$ cat src/rtl/assert_macros.svh
// Assertion helpers shared by the RTL.
`ifndef ASSERT_MACROS_SVH
`define ASSERT_MACROS_SVH

`ifndef ASSERT_OFF
// Check on every rising edge, ignored while reset is asserted.
`define VBSA_ASSERT(name, clock, reset_n, prop, msg) \
    name: assert property (@(posedge clock) disable iff (!reset_n) prop) else $error(msg);
// Check on every rising edge, reset included.
`define VBSA_ASSERT_ALWAYS(name, clock, prop, msg) \
    name: assert property (@(posedge clock) prop) else $error(msg);
`else
`define VBSA_ASSERT(name, clock, reset_n, prop, msg)
`define VBSA_ASSERT_ALWAYS(name, clock, prop, msg)
`endif

`endif

$ cat src/rtl/vbsa_pkg.sv
package vbsa_pkg;

    localparam int LEVELS       = 32;
    localparam int LVL_W        = 5;
    localparam int ADDR_W       = 32;
    localparam int HOST_W       = 30;
    localparam int SPARE_W      = 29;
    localparam int PREFIX_W     = 5;
    localparam int PREFIX_MIN   = 2;
    localparam int PREFIX_MAX   = 30;
    localparam int RESET_PREFIX = 24;

    typedef enum logic
    {
        OP_CLEAR = 1'b0,
        OP_ALLOC = 1'b1
    } op_t;

    typedef enum logic
    {
        CFG_BASE_ADDRESS = 1'b0,
        CFG_BASE_PREFIX  = 1'b1
    } cfg_idx_t;

    typedef enum logic [1:0]
    {
        ST_ALLOC    = 2'd0,
        ST_NO_SPACE = 2'd1,
        ST_FULL     = 2'd2,
        ST_CLEARED  = 2'd3
    } status_t;

    typedef enum logic [3:0]
    {
        S_IDLE,
        S_CLEAR,
        S_LOG,
        S_START,
        S_SEARCH,
        S_CHECK,
        S_POP,
        S_PICK,
        S_PUSH,
        S_EMIT
    } state_t;

    typedef enum logic [3:0]
    {
        DP_NOP,
        DP_LOAD,
        DP_LOG,
        DP_SETLVL,
        DP_LVLDEC,
        DP_FOUND,
        DP_JINC,
        DP_CLEAR,
        DP_POP,
        DP_PICK,
        DP_PUSH,
        DP_EMIT
    } dp_op_t;

    typedef enum logic [1:0]
    {
        SEL_LVL,
        SEL_J,
        SEL_DU
    } cnt_sel_t;

    typedef struct packed
    {
        dp_op_t   op;
        cnt_sel_t sel;
        status_t  st;
    } dp_cmd_t;

    typedef struct packed
    {
        logic t_zero;
        logic u_zero;
        logic cnt_nz;
        logic cnt_full;
        logic lvl_one;
        logic j_over;
        logic out_free;
    } dp_sts_t;

endpackage

$ cat src/rtl/vbsa_ctrl.sv
`include "assert_macros.svh"

module vbsa_ctrl
(
    input  logic              clk,
    input  logic              rst_n,
    input  logic              req_valid,
    input  logic              req_op,
    output logic              req_ready,
    output vbsa_pkg::dp_cmd_t cmd,
    input  vbsa_pkg::dp_sts_t sts
);
    import vbsa_pkg::*;

    state_t  state_reg;
    state_t  state_next;
    status_t status_reg;
    status_t status_next;

    always_ff @(posedge clk or negedge rst_n)
    begin
        if (!rst_n)
        begin
            state_reg  <= S_IDLE;
            status_reg <= ST_CLEARED;
        end
        else
        begin
            state_reg  <= state_next;
            status_reg <= status_next;
        end
    end

    always_comb
    begin
        state_next  = state_reg;
        status_next = status_reg;
        cmd.op      = DP_NOP;
        cmd.sel     = SEL_LVL;
        cmd.st      = status_reg;
        req_ready   = 1'b0;
        case (state_reg)
            S_IDLE:
            begin
                req_ready = 1'b1;
                if (req_valid)
                begin
                    cmd.op     = DP_LOAD;
                    state_next = (req_op == OP_ALLOC) ? S_LOG : S_CLEAR;
                end
            end
            S_CLEAR:
            begin
                cmd.op      = DP_CLEAR;
                status_next = ST_CLEARED;
                state_next  = S_EMIT;
            end
            S_LOG:
            begin
                // shift the length counter until the host word is used up
                if (sts.t_zero)
                begin
                    cmd.op     = DP_SETLVL;
                    state_next = S_START;
                end
                else
                begin
                    cmd.op = DP_LOG;
                end
            end
            S_START:
            begin
                if (sts.u_zero)
                begin
                    status_next = ST_NO_SPACE;
                    state_next  = S_EMIT;
                end
                else
                begin
                    state_next = S_SEARCH;
                end
            end
            S_SEARCH:
            begin
                // walk towards shorter prefixes until a stack holds a block
                cmd.sel = SEL_LVL;
                if (sts.cnt_nz)
                begin
                    cmd.op     = DP_FOUND;
                    state_next = S_CHECK;
                end
                else if (sts.lvl_one)
                begin
                    status_next = ST_NO_SPACE;
                    state_next  = S_EMIT;
                end
                else
                begin
                    cmd.op = DP_LVLDEC;
                end
            end
            S_CHECK:
            begin
                // every level that takes a buddy must have room first
                cmd.sel = SEL_J;
                if (sts.j_over)
                begin
                    state_next = S_POP;
                end
                else if (sts.cnt_full)
                begin
                    status_next = ST_FULL;
                    state_next  = S_EMIT;
                end
                else
                begin
                    cmd.op = DP_JINC;
                end
            end
            S_POP:
            begin
                cmd.sel    = SEL_DU;
                cmd.op     = DP_POP;
                state_next = S_PICK;
            end
            S_PICK:
            begin
                cmd.op     = DP_PICK;
                state_next = S_PUSH;
            end
            S_PUSH:
            begin
                cmd.sel = SEL_J;
                if (sts.j_over)
                begin
                    status_next = ST_ALLOC;
                    state_next  = S_EMIT;
                end
                else
                begin
                    cmd.op = DP_PUSH;
                end
            end
            S_EMIT:
            begin
                if (sts.out_free)
                begin
                    cmd.op     = DP_EMIT;
                    state_next = S_IDLE;
                end
            end
            default:
            begin
                state_next = S_IDLE;
            end
        endcase
    end

    `VBSA_ASSERT(a_emit_free, clk, rst_n, (cmd.op == DP_EMIT) |-> sts.out_free, "result register overwritten")
    `VBSA_ASSERT(a_accept_start, clk, rst_n, (req_valid && req_ready) |=> (state_reg == S_LOG || state_reg == S_CLEAR), "accepted transaction not started")

endmodule

$ cat config.mk
export PLATFORM = sky130hd
export DESIGN_NAME = vbsa_ctrl
export DESIGN_NICKNAME = d
export VERILOG_FILES = /design/src/rtl/vbsa_pkg.sv /design/src/rtl/vbsa_ctrl.sv
export VERILOG_INCLUDE_DIRS = /design/src /design/src/rtl
export SDC_FILE = /design/constraint.sdc
export NUM_CORES = 1
export LEC_CHECK = 0
export BUFFER_PORTS_ARGS = -buffer_cell sky130_fd_sc_hd__buf_4
export CORE_UTILIZATION = 45
export CTS_BUF_LIST = sky130_fd_sc_hd__clkbuf_8
export CTS_CLUSTER_DIAMETER = 80
export DETAILED_ROUTE_END_ITERATION = 16
export PLACE_DENSITY = 0.85
export RECOVER_POWER = 25
export SYNTH_ARGS = -nofsm -noshare
export SYNTH_HDL_FRONTEND = slang
export SYNTH_SLANG_ARGS = --single-unit
$ cat constraint.sdc
create_clock -name clk -period 1.7 [get_ports clk]
set_clock_uncertainty 0.05 [all_clocks]
set_input_delay 0.085 -clock clk [delete_from_list [all_inputs] [get_ports clk]]
set_output_delay 0.085 -clock clk [all_outputs]
set_load 0.02 [all_outputs]
Yosys cells after proc, flatten, opt, wreduce, memory -nomap -nowiden
Index checks and enable logic that the tools add are counted.
- add/sub/neg operators: 0
- $mul: 0
- divide/modulo/power cells: 0
- magnitude comparators: 0
- eq/ne operators: 20
- shift-type cells: 0
- multiplexer cells: 29
- bitwise gates (word level): 0
- reductions and logical operators: 5
- operator list (cell ; count):
    4-bit 2-to-1 mux ; 11
    4-bit case mux with 10 select lines ; 1
    4-bit case mux with 9 select lines ; 1
    2-bit inequality test (second input constant) ; 9
    4-bit by 3-bit == test with 1-bit output (second input constant) ; 4
    2-bit 2-to-1 mux ; 7
    3-bit 2-to-1 mux ; 4
    2-bit case mux with 5 select lines ; 1
    4-bit by 2-bit == test with 1-bit output (second input constant) ; 2
    4-bit == test (second input constant) ; 2
    7-bit AND reduction ; 1
    3-bit inequality test (second input constant) ; 2
    6-bit AND reduction ; 1
    5-bit nonzero test ; 1
    4-bit by 1-bit == test with 1-bit output (second input constant) ; 1
    4-bit zero test ; 1
    2-bit case mux with 2 select lines ; 1
    1-bit 2-to-1 mux ; 3
    2-bit OR reduction ; 1
- flip-flop bits (word level): 6
- bits in latches: 0
- bits in writable memories: 0
- ROM bits: 0
- input port bits: 11
- output and inout port bits: 9
- word-level logic and storage cells: 56
- memories: 0

Logic depth before layout (Yosys ltp)
Gate-level depths: netlist of run 1.
- depth after elaboration: 3
- gate-level depth with buffers: 7
- mapped depth without buffers: 5

Worst setup path before layout of run 1
Ideal clock, no wire load.
- path kind: reg-to-reg
- start: register state_reg[3]
- end: register state_reg[3]
- setup time: 0.125 ns
- arrival: 1.538 ns
- required time: 1.525 ns
- slack: -0.013 ns
- stages on the path, launching flop included: 6
- path buffers: 0
- period minus slack after synthesis: 1.713 ns
- path through: dfrtp_1 -> nand2b_4 -> or4_4 -> o311a_4 -> nand2_4 -> mux2_4
- word-level cells in the longest chain between the ends: 3
- elaborated cells between the ends (all ways): 18
- those cells by class: 15 x eq/ne; 1 x mux; 2 x reduce/logical
- RTL lines (element ; RTL line ; RTL):
    from (decl) ; vbsa_ctrl.sv:15 ; state_t state_reg;
    from (signal assigned) ; vbsa_ctrl.sv:29 ; state_reg <= state_next;
    4-bit by 3-bit == test with 1-bit output, or another cell as far along ; vbsa_ctrl.sv:42 ; case (state_reg)
    3-bit inequality test (no line) / 2-bit inequality test (equally long branches) ; - ;
    6-bit AND reduction (no line) ; - ;
Parallel ways exist; a longest one is shown, timed or not.
A chain may end at the register's enable or synchronous reset.

Final worst setup path of run 1
Same ends and word-level chain as after synthesis.

==> results.md, run 1 <==
* Achievable Freq at 565 MHz
* CTS Buffer Depth at 2
* Adder and majority cell fraction of the synthesized area at 0%
* Max_cap viols at 0
* Wire length of the first global-routing pass at 3.71 mm
* Most frequent standard cell in the layout excluding fill and tap cells: buf_4
* Type of the worst setup path: reg2reg
* Ratio of routed vias to standard cells at 6.37
* Largest register FFs at 4
* Worst rel slew slack at between 70% and 80%
* Final routed DRC violation total at 0
* Number of failing hold endpoints at the final stage at 0
* Number of synthesized register bits at 6
* Combinational family with the most area after synthesis: simple AND/OR/NAND/NOR gates
* Maximum number of pins on one net before global-route repair at 16
* Min-Delay Endpoint: state_reg[1]$_DFFE_PN0P_
* Initial DRC Count at 47
* Area share of xor/xnor cells in the synthesized design at 0%
* End-of-flow core utilization at a little over four fifths
* Routability Congestion at 0.894
* Vias in the first global route at 778
* Min-Delay Path Class: in2reg
* Clock latency on the worst-skew pair at 220 ps
* Areal power density over the cells at 2030 mW/mm2
* Clock edge transition at the registers on the reported setup and hold paths at ~40 ps
* Commonest cells after routing, fill and taps aside: 31 x buf_4, 9 x nor2_1, 9 x a21oi_1
* Register-to-Register Setup Slack at -70 ps
* Slowest stage delay, CP at 500 ps
* Initial cell density of the core at 51.0%
* Hold path startpoint: sts[6]
* Startpoint of the worst-slack reg-to-reg timing path: state_reg[3]$_DFFE_PN0P_
* Async SR Flop Fraction at 100%
* Chip Width at between 40 and 50 um
* Category of cells accounting for the largest share of critical-path delay: simple AND/OR/NAND/NOR gates
* Instance count of the mapped netlist at 92
* Number of max-slew violations in the final report at 0
* All-layer global routing usage at 27.8%
* Count of unique library cells instantiated by Yosys at 39
* Routed wirelength normalized by instance count at 18.6 um
* Arrival time of the worst setup path at about 1800 ps
* Fraction of synthesized area in multiplexers at 3.72%
* Antenna diode instance count at 0
* R2R cell count at 5
* Crit path required time at 1750 ps
* Simple-gate share of the synthesized area at between 30% and 40%
* # clock sinks at 6
* Kind of capture point of the worst setup path: register
* Average cell area after synthesis at 7.67 um2
* H-Tree Level Count at 1
* Number of I/O pins at 20
* Wire length after detailed routing at between 2 and 3 mm
* Antenna violations before repair at 0
* Violated checks: negative setup slack
* Remaining global-route overflow at 0
* Total leakage power at 0.511 nW
* Synth Warn # at 0
* IR Drop Worst-Case VDD at 1.38 mV
* Layout cells sized above 1 at 50.4%
* Crit-path slowest cell: or4_4
* Synth Flop Type: dfrtp_1
* Status: finished with violations
* Fillcell total at 78
* Half-perimeter wire length of the detailed placement result at 1.61 mm
* Cell-by-cell trace of the critical path: nand2b_4 > or4_4 > o311a_4 > nand2_4 > mux2_4
* # setup viols final at 3
* Area of the core region at about 0.0014 mm2
* Die outline area at 0.00173 mm2
* FF-to-FF End: state_reg[3]$_DFFE_PN0P_
* Num CTS Buffers at 3
* Final critical-path setup slack at -68.8 ps
* Root buffer cell: clkbuf_8
* Buffers & Inverters on Critical Path at 0
* Cell row count at 13
* Net Count, Synth at 103
* Count of input and output buffers at 19
* Final critical path time including I/O delays and setup at 1770 ps
* Setup repair after global routing missed its margin: yes
* Net count of the finished layout at between 100 and 150
* Die Y-Extent at 41.6 um
* Worst-Margin Slew at 419 ps
* Depth of the critical timing path with buffers and inverters included at 5
* Register area share after synthesis at a little over a fifth
* Vias at 930
* CP max FO at 3
* Netlist area before placement at between 700 and 800 um2
* Number of optimization iterations in the first detailed-route pass at 4
* Sum Neg Setup Slack at -186 ps
* Post-detailed-route count of antenna-violating nets at 0
* Clock tree from TritonCTS: done
* Number of cells on the worst hold path at 2
* Synth Area in Compound Gates at 31.9%
* Area grow syn2layout at 64.4%
* Count of flip-flops with a built-in enable after synthesis at 0
* Ratio of final minimum period to clock period at 104%
* Critical path startpoint category: register
[kinds of logic (layout without fill, tap and decap cells)]
| group | after synthesis | count (layout) |
|---|---|---|
| AND/OR/NAND/NOR | 41 | 41 |
| AO/OA/AOI/OAI | 33 | 33 |
| buffers and inverters | 10 | 49 |
| flip-flops | 6 | 6 |
| multiplexers | 2 | 2 |
[routing by layer]
metal / global-route usage [%] / share of wire [%]
met1: 37.0 / 41
met2: 49.4 / 50
met3: 2.61 / 6.0
met4: 4.52 / 2.7
met5: 0 / 0
[worst max-delay path by stage]
stage	startpoint	end
2_1_floorplan	state_reg[3]$_DFFE_PN0P_	state_reg[3]$_DFFE_PN0P_
3_3_place_gp	state_reg[3]$_DFFE_PN0P_	state_reg[3]$_DFFE_PN0P_
3_5_place_dp	state_reg[0]$_DFFE_PN0P_	status_reg[1]$_DFFE_PN1P_
4_1_cts	state_reg[3]$_DFFE_PN0P_	cmd[6]
5_1_grt	state_reg[0]$_DFFE_PN0P_	cmd[5]
6_report	state_reg[3]$_DFFE_PN0P_	state_reg[3]$_DFFE_PN0P_
[worst reg2reg max path: cells and delay by family, from the launching register on]
family	cells	cell delay [ps]
mux	1	300
flops	1	400
compound gates	1	150
simple gates	3	750
[repair_timing]
action / CTS / global route
setup buffers: 4 / 3
hold buffers: 1 / 0
resized for setup: 5 / 20
setup endpoints to repair: 5 / 9
endpoints found under the hold margin: 6 / 0
pin swaps: 1 / 5
gates cloned: 0 / 1
[per-stage QoR]
step | area [um2] | power, mW | setup WS (ps) | hold WS, ps | instances
after detailed placement | 930 | 1.67 | -25.7 | -157 | 133
after global placement | 930 | 1.61 | 22.6 | -158 | 133
after global routing | 1160 | 2.49 | -103 | 38.5 | 146
after floorplan | 706 | 1.21 | -12.9 | -261 | 92
final | 1160 | 2.36 | -68.8 | 25.1 | 146
after CTS | 1030 | 1.96 | -45.5 | 23.3 | 142
[synth_stat cells, types with 3 or more instances]
master / n / area [um2]
a21oi_1: 9 / 45.0
a31oi_1: 3 / 18.8
buf_2: 4 / 20.0
dfrtp_1: 4 / 100
nand2_1: 6 / 22.5
nand2b_1: 5 / 31.3
nor2_1: 10 / 37.5
nor2b_1: 4 / 25.0
o21ai_0: 4 / 20.0
o21ai_1: 5 / 25.0
[cell type report]
| cell class | count | area, um2 | share of cell area, % |
|---|---|---|---|
| clock buffers | 3 | 41.3 | 3.56 |
| well taps | 15 | 18.8 | 1.62 |
| multi-input cells | 76 | 556 | 47.9 |
| flip-flops and latches | 6 | 156 | 13.5 |
| inverters | 2 | 7.51 | 0.647 |
| clock inverters | 1 | 3.75 | 0.324 |
| repair buffers | 43 | 377 | 32.5 |
[power breakdown]
group | switching (mW) | total [mW] | internal, mW
Sequential | 0.0742 | 0.291 | 0.217
Clock | 0.0613 | 0.216 | 0.155
Combinational | 0.944 | 1.85 | 0.906
Total | 1.08 | 2.36 | 1.28
No activity file was read; power rests on OpenSTA's default activity.
==> inputs of run 2 (changes only) <==
RECOVER_POWER = default   (was 25)
==> run 2 against run 1 <==
  * The flow still finishes with violations (negative setup slack)
  * Total power grew 0.18%
  * Critical path depth is the same
  * Count of clock-buffer cells in the layout is the same
  * Via count decreased by 1.8%
  * Sequential power is essentially flat
  * Sequential share of layout area is essentially flat
  * Hold slack is essentially flat
  * Sequential cell count is the same
  * Critical path type unchanged
  * Largest power group unchanged
  * Highest routed layer unchanged
==> results.md, run 2 (synthesis gave the netlist of run 1 again) <==
* Met2 capacity usage during global routing at 49.4%
* All-layer global routing usage at 27.8%
* Half-perimeter wire length of the detailed placement result at 1.61 mm
* Buffers & Inverters on Critical Path at 0
* Most utilized layer in the global route result: met2
* Post-placement worst setup slack at -25.7 ps
* Depth of the critical timing path with buffers and inverters included at 5
* Die Y-Extent at 41.6 um
* Ratio of routed vias to standard cells at 6.25
* Initial cell density of the core at 51.0%
* Routing usage on met1 at 37.0%
* Wire length of the first global-routing pass at 3.71 mm
* Number of max-slew violations in the final report at 0
* Area of the core region at 0.00138 mm2
* Worst rel slew slack at 72.4%
* Worst setup path end: state_reg[3]$_DFFE_PN0P_
* Crit path required time at 1750 ps
* Maximum number of pins on one net before global-route repair at 16
* Sum Neg Setup Slack at -180 ps
* Wire length after detailed routing at 2.75 mm
* Final critical-path setup slack at -63.6 ps
* Slowest stage delay, CP at about 500 ps
* CTS Buffer Depth at 2
* Arrival time of the worst setup path at between 1500 and 2000 ps
* Ratio of final minimum period to clock period at 104%
* Routed wirelength normalized by instance count at 18.8 um
* Kind of capture point of the worst setup path: register
* H-Tree Level Count at 1
* Net count of the finished layout at 143
* Largest register FFs at 4
* Count of input and output buffers at 19
* Status: finished with violations
* End-of-flow core utilization at 84.2%
* Num CTS Buffers at 3
* Number of I/O pins at 20
* Register-to-Register Setup Slack at -60 ps
* Crit. Startpoint: state_reg[3]$_DFFE_PN0P_
* Clock edge transition at the registers on the reported setup and hold paths at 40 ps
* Root buffer cell: clkbuf_8
* Die outline area at 0.00173 mm2
* Area grow syn2layout at 64.9%
* IR Drop Worst-Case VDD at 1.38 mV
* Cell-by-cell trace of the critical path: nand2b_4 > or4_4 > o311a_4 > nand2_4 > mux2_4
* Chip Width at around 42 um
* Setup repair after global routing missed its margin: yes
* Initial DRC Count at 59
* Critical path startpoint category: register
* Max_cap viols at 0
* Vias in the first global route at 778
* Met3 track demand over resource at 2.61%
* Final routed DRC violation total at 0
* Cell row count at 13
* R2R cell count at 5
* Clock tree from TritonCTS: done
* Most frequent standard cell in the layout excluding fill and tap cells: buf_4
* Layout cells sized above 1 at 51.1%
* Commonest cells after routing, fill and taps aside: 32 x buf_4, 9 x nor2_1, 9 x a21oi_1
* Final critical path time including I/O delays and setup at 1760 ps
* CP max FO at 3
* Number of optimization iterations in the first detailed-route pass at 4
* Violated checks: negative setup slack
* Routability Congestion at 0.894
* Antenna diode instance count at 0
* Areal power density over the cells at 2030 mW/mm2
* Min-Delay Path Class: in2reg
* Category of cells accounting for the largest share of critical-path delay: simple AND/OR/NAND/NOR gates
* Remaining global-route overflow at 0
* Type of the worst setup path: reg2reg
* Crit-path slowest cell: or4_4
* Antenna violations before repair at 0
* Startpoint of the worst-slack reg-to-reg timing path: state_reg[3]$_DFFE_PN0P_
* FF-to-FF End: state_reg[3]$_DFFE_PN0P_
* Clock latency on the worst-skew pair at approximately 220 ps
* Total leakage power at 0.514 nW
* Vias at 913
* Worst-Margin Slew at 411 ps
* Number of failing hold endpoints at the final stage at 0
* # setup viols final at 3
* # clock sinks at 6
* Post-detailed-route count of antenna-violating nets at 0
* Achievable Freq at 567 MHz
run 2: metal layers:
metal	wire length (um)	share of wire, %
met5	0	0
met4	18	0.66
met3	174	6.3
met2	1420	52
met1	1130	41
run 2: timing repair:
item	in CTS	in global routing
hold buffers	1	0
endpoints found under the setup margin	5	9
gates cloned	0	1
endpoints found under the hold margin	6	0
buffers inserted	4	3
pin swaps	1	5
resized for setup	5	20
run 2: how the worst min path moves through the flow:
stage | cells after the start | start | end
floorplan | 0 | rst_n | state_reg[0]$_DFFE_PN0P_
global placement | 1 | rst_n | state_reg[2]$_DFFE_PN0P_
detailed placement | 1 | rst_n | state_reg[2]$_DFFE_PN0P_
CTS | 2 | sts[6] | state_reg[1]$_DFFE_PN0P_
global route | 2 | sts[6] | state_reg[1]$_DFFE_PN0P_
finish | 2 | sts[6] | state_reg[1]$_DFFE_PN0P_
run 2: layout make-up:
| type | count | area [um2] |
|---|---|---|
| clock buffers | 3 | 41.3 |
| clock inverters | 1 | 3.75 |
| fillers | 76 | 219 |
| inverters | 2 | 7.51 |
| multi-input cells | 76 | 556 |
| flip-flops and latches | 6 | 156 |
| well taps | 15 | 18.8 |
| repair buffers | 43 | 380 |
run 2: power by group:
part,switching [mW],internal [mW]
Clock,0.0624,0.155
Sequential,0.0733,0.217
Combinational,0.947,0.907
Total,1.08,1.28
run 2: stage by stage:
stage / cells / total power, mW / hold slack [ps] / area [um2]
after global routing: 146 / 2.49 / 38.5 / 1160
after floorplan: 92 / 1.21 / -261 / 706
final: 146 / 2.36 / 25.0 / 1160
after CTS: 142 / 1.96 / 23.3 / 1030
after global placement: 133 / 1.61 / -158 / 930
after detailed placement: 133 / 1.67 / -157 / 930
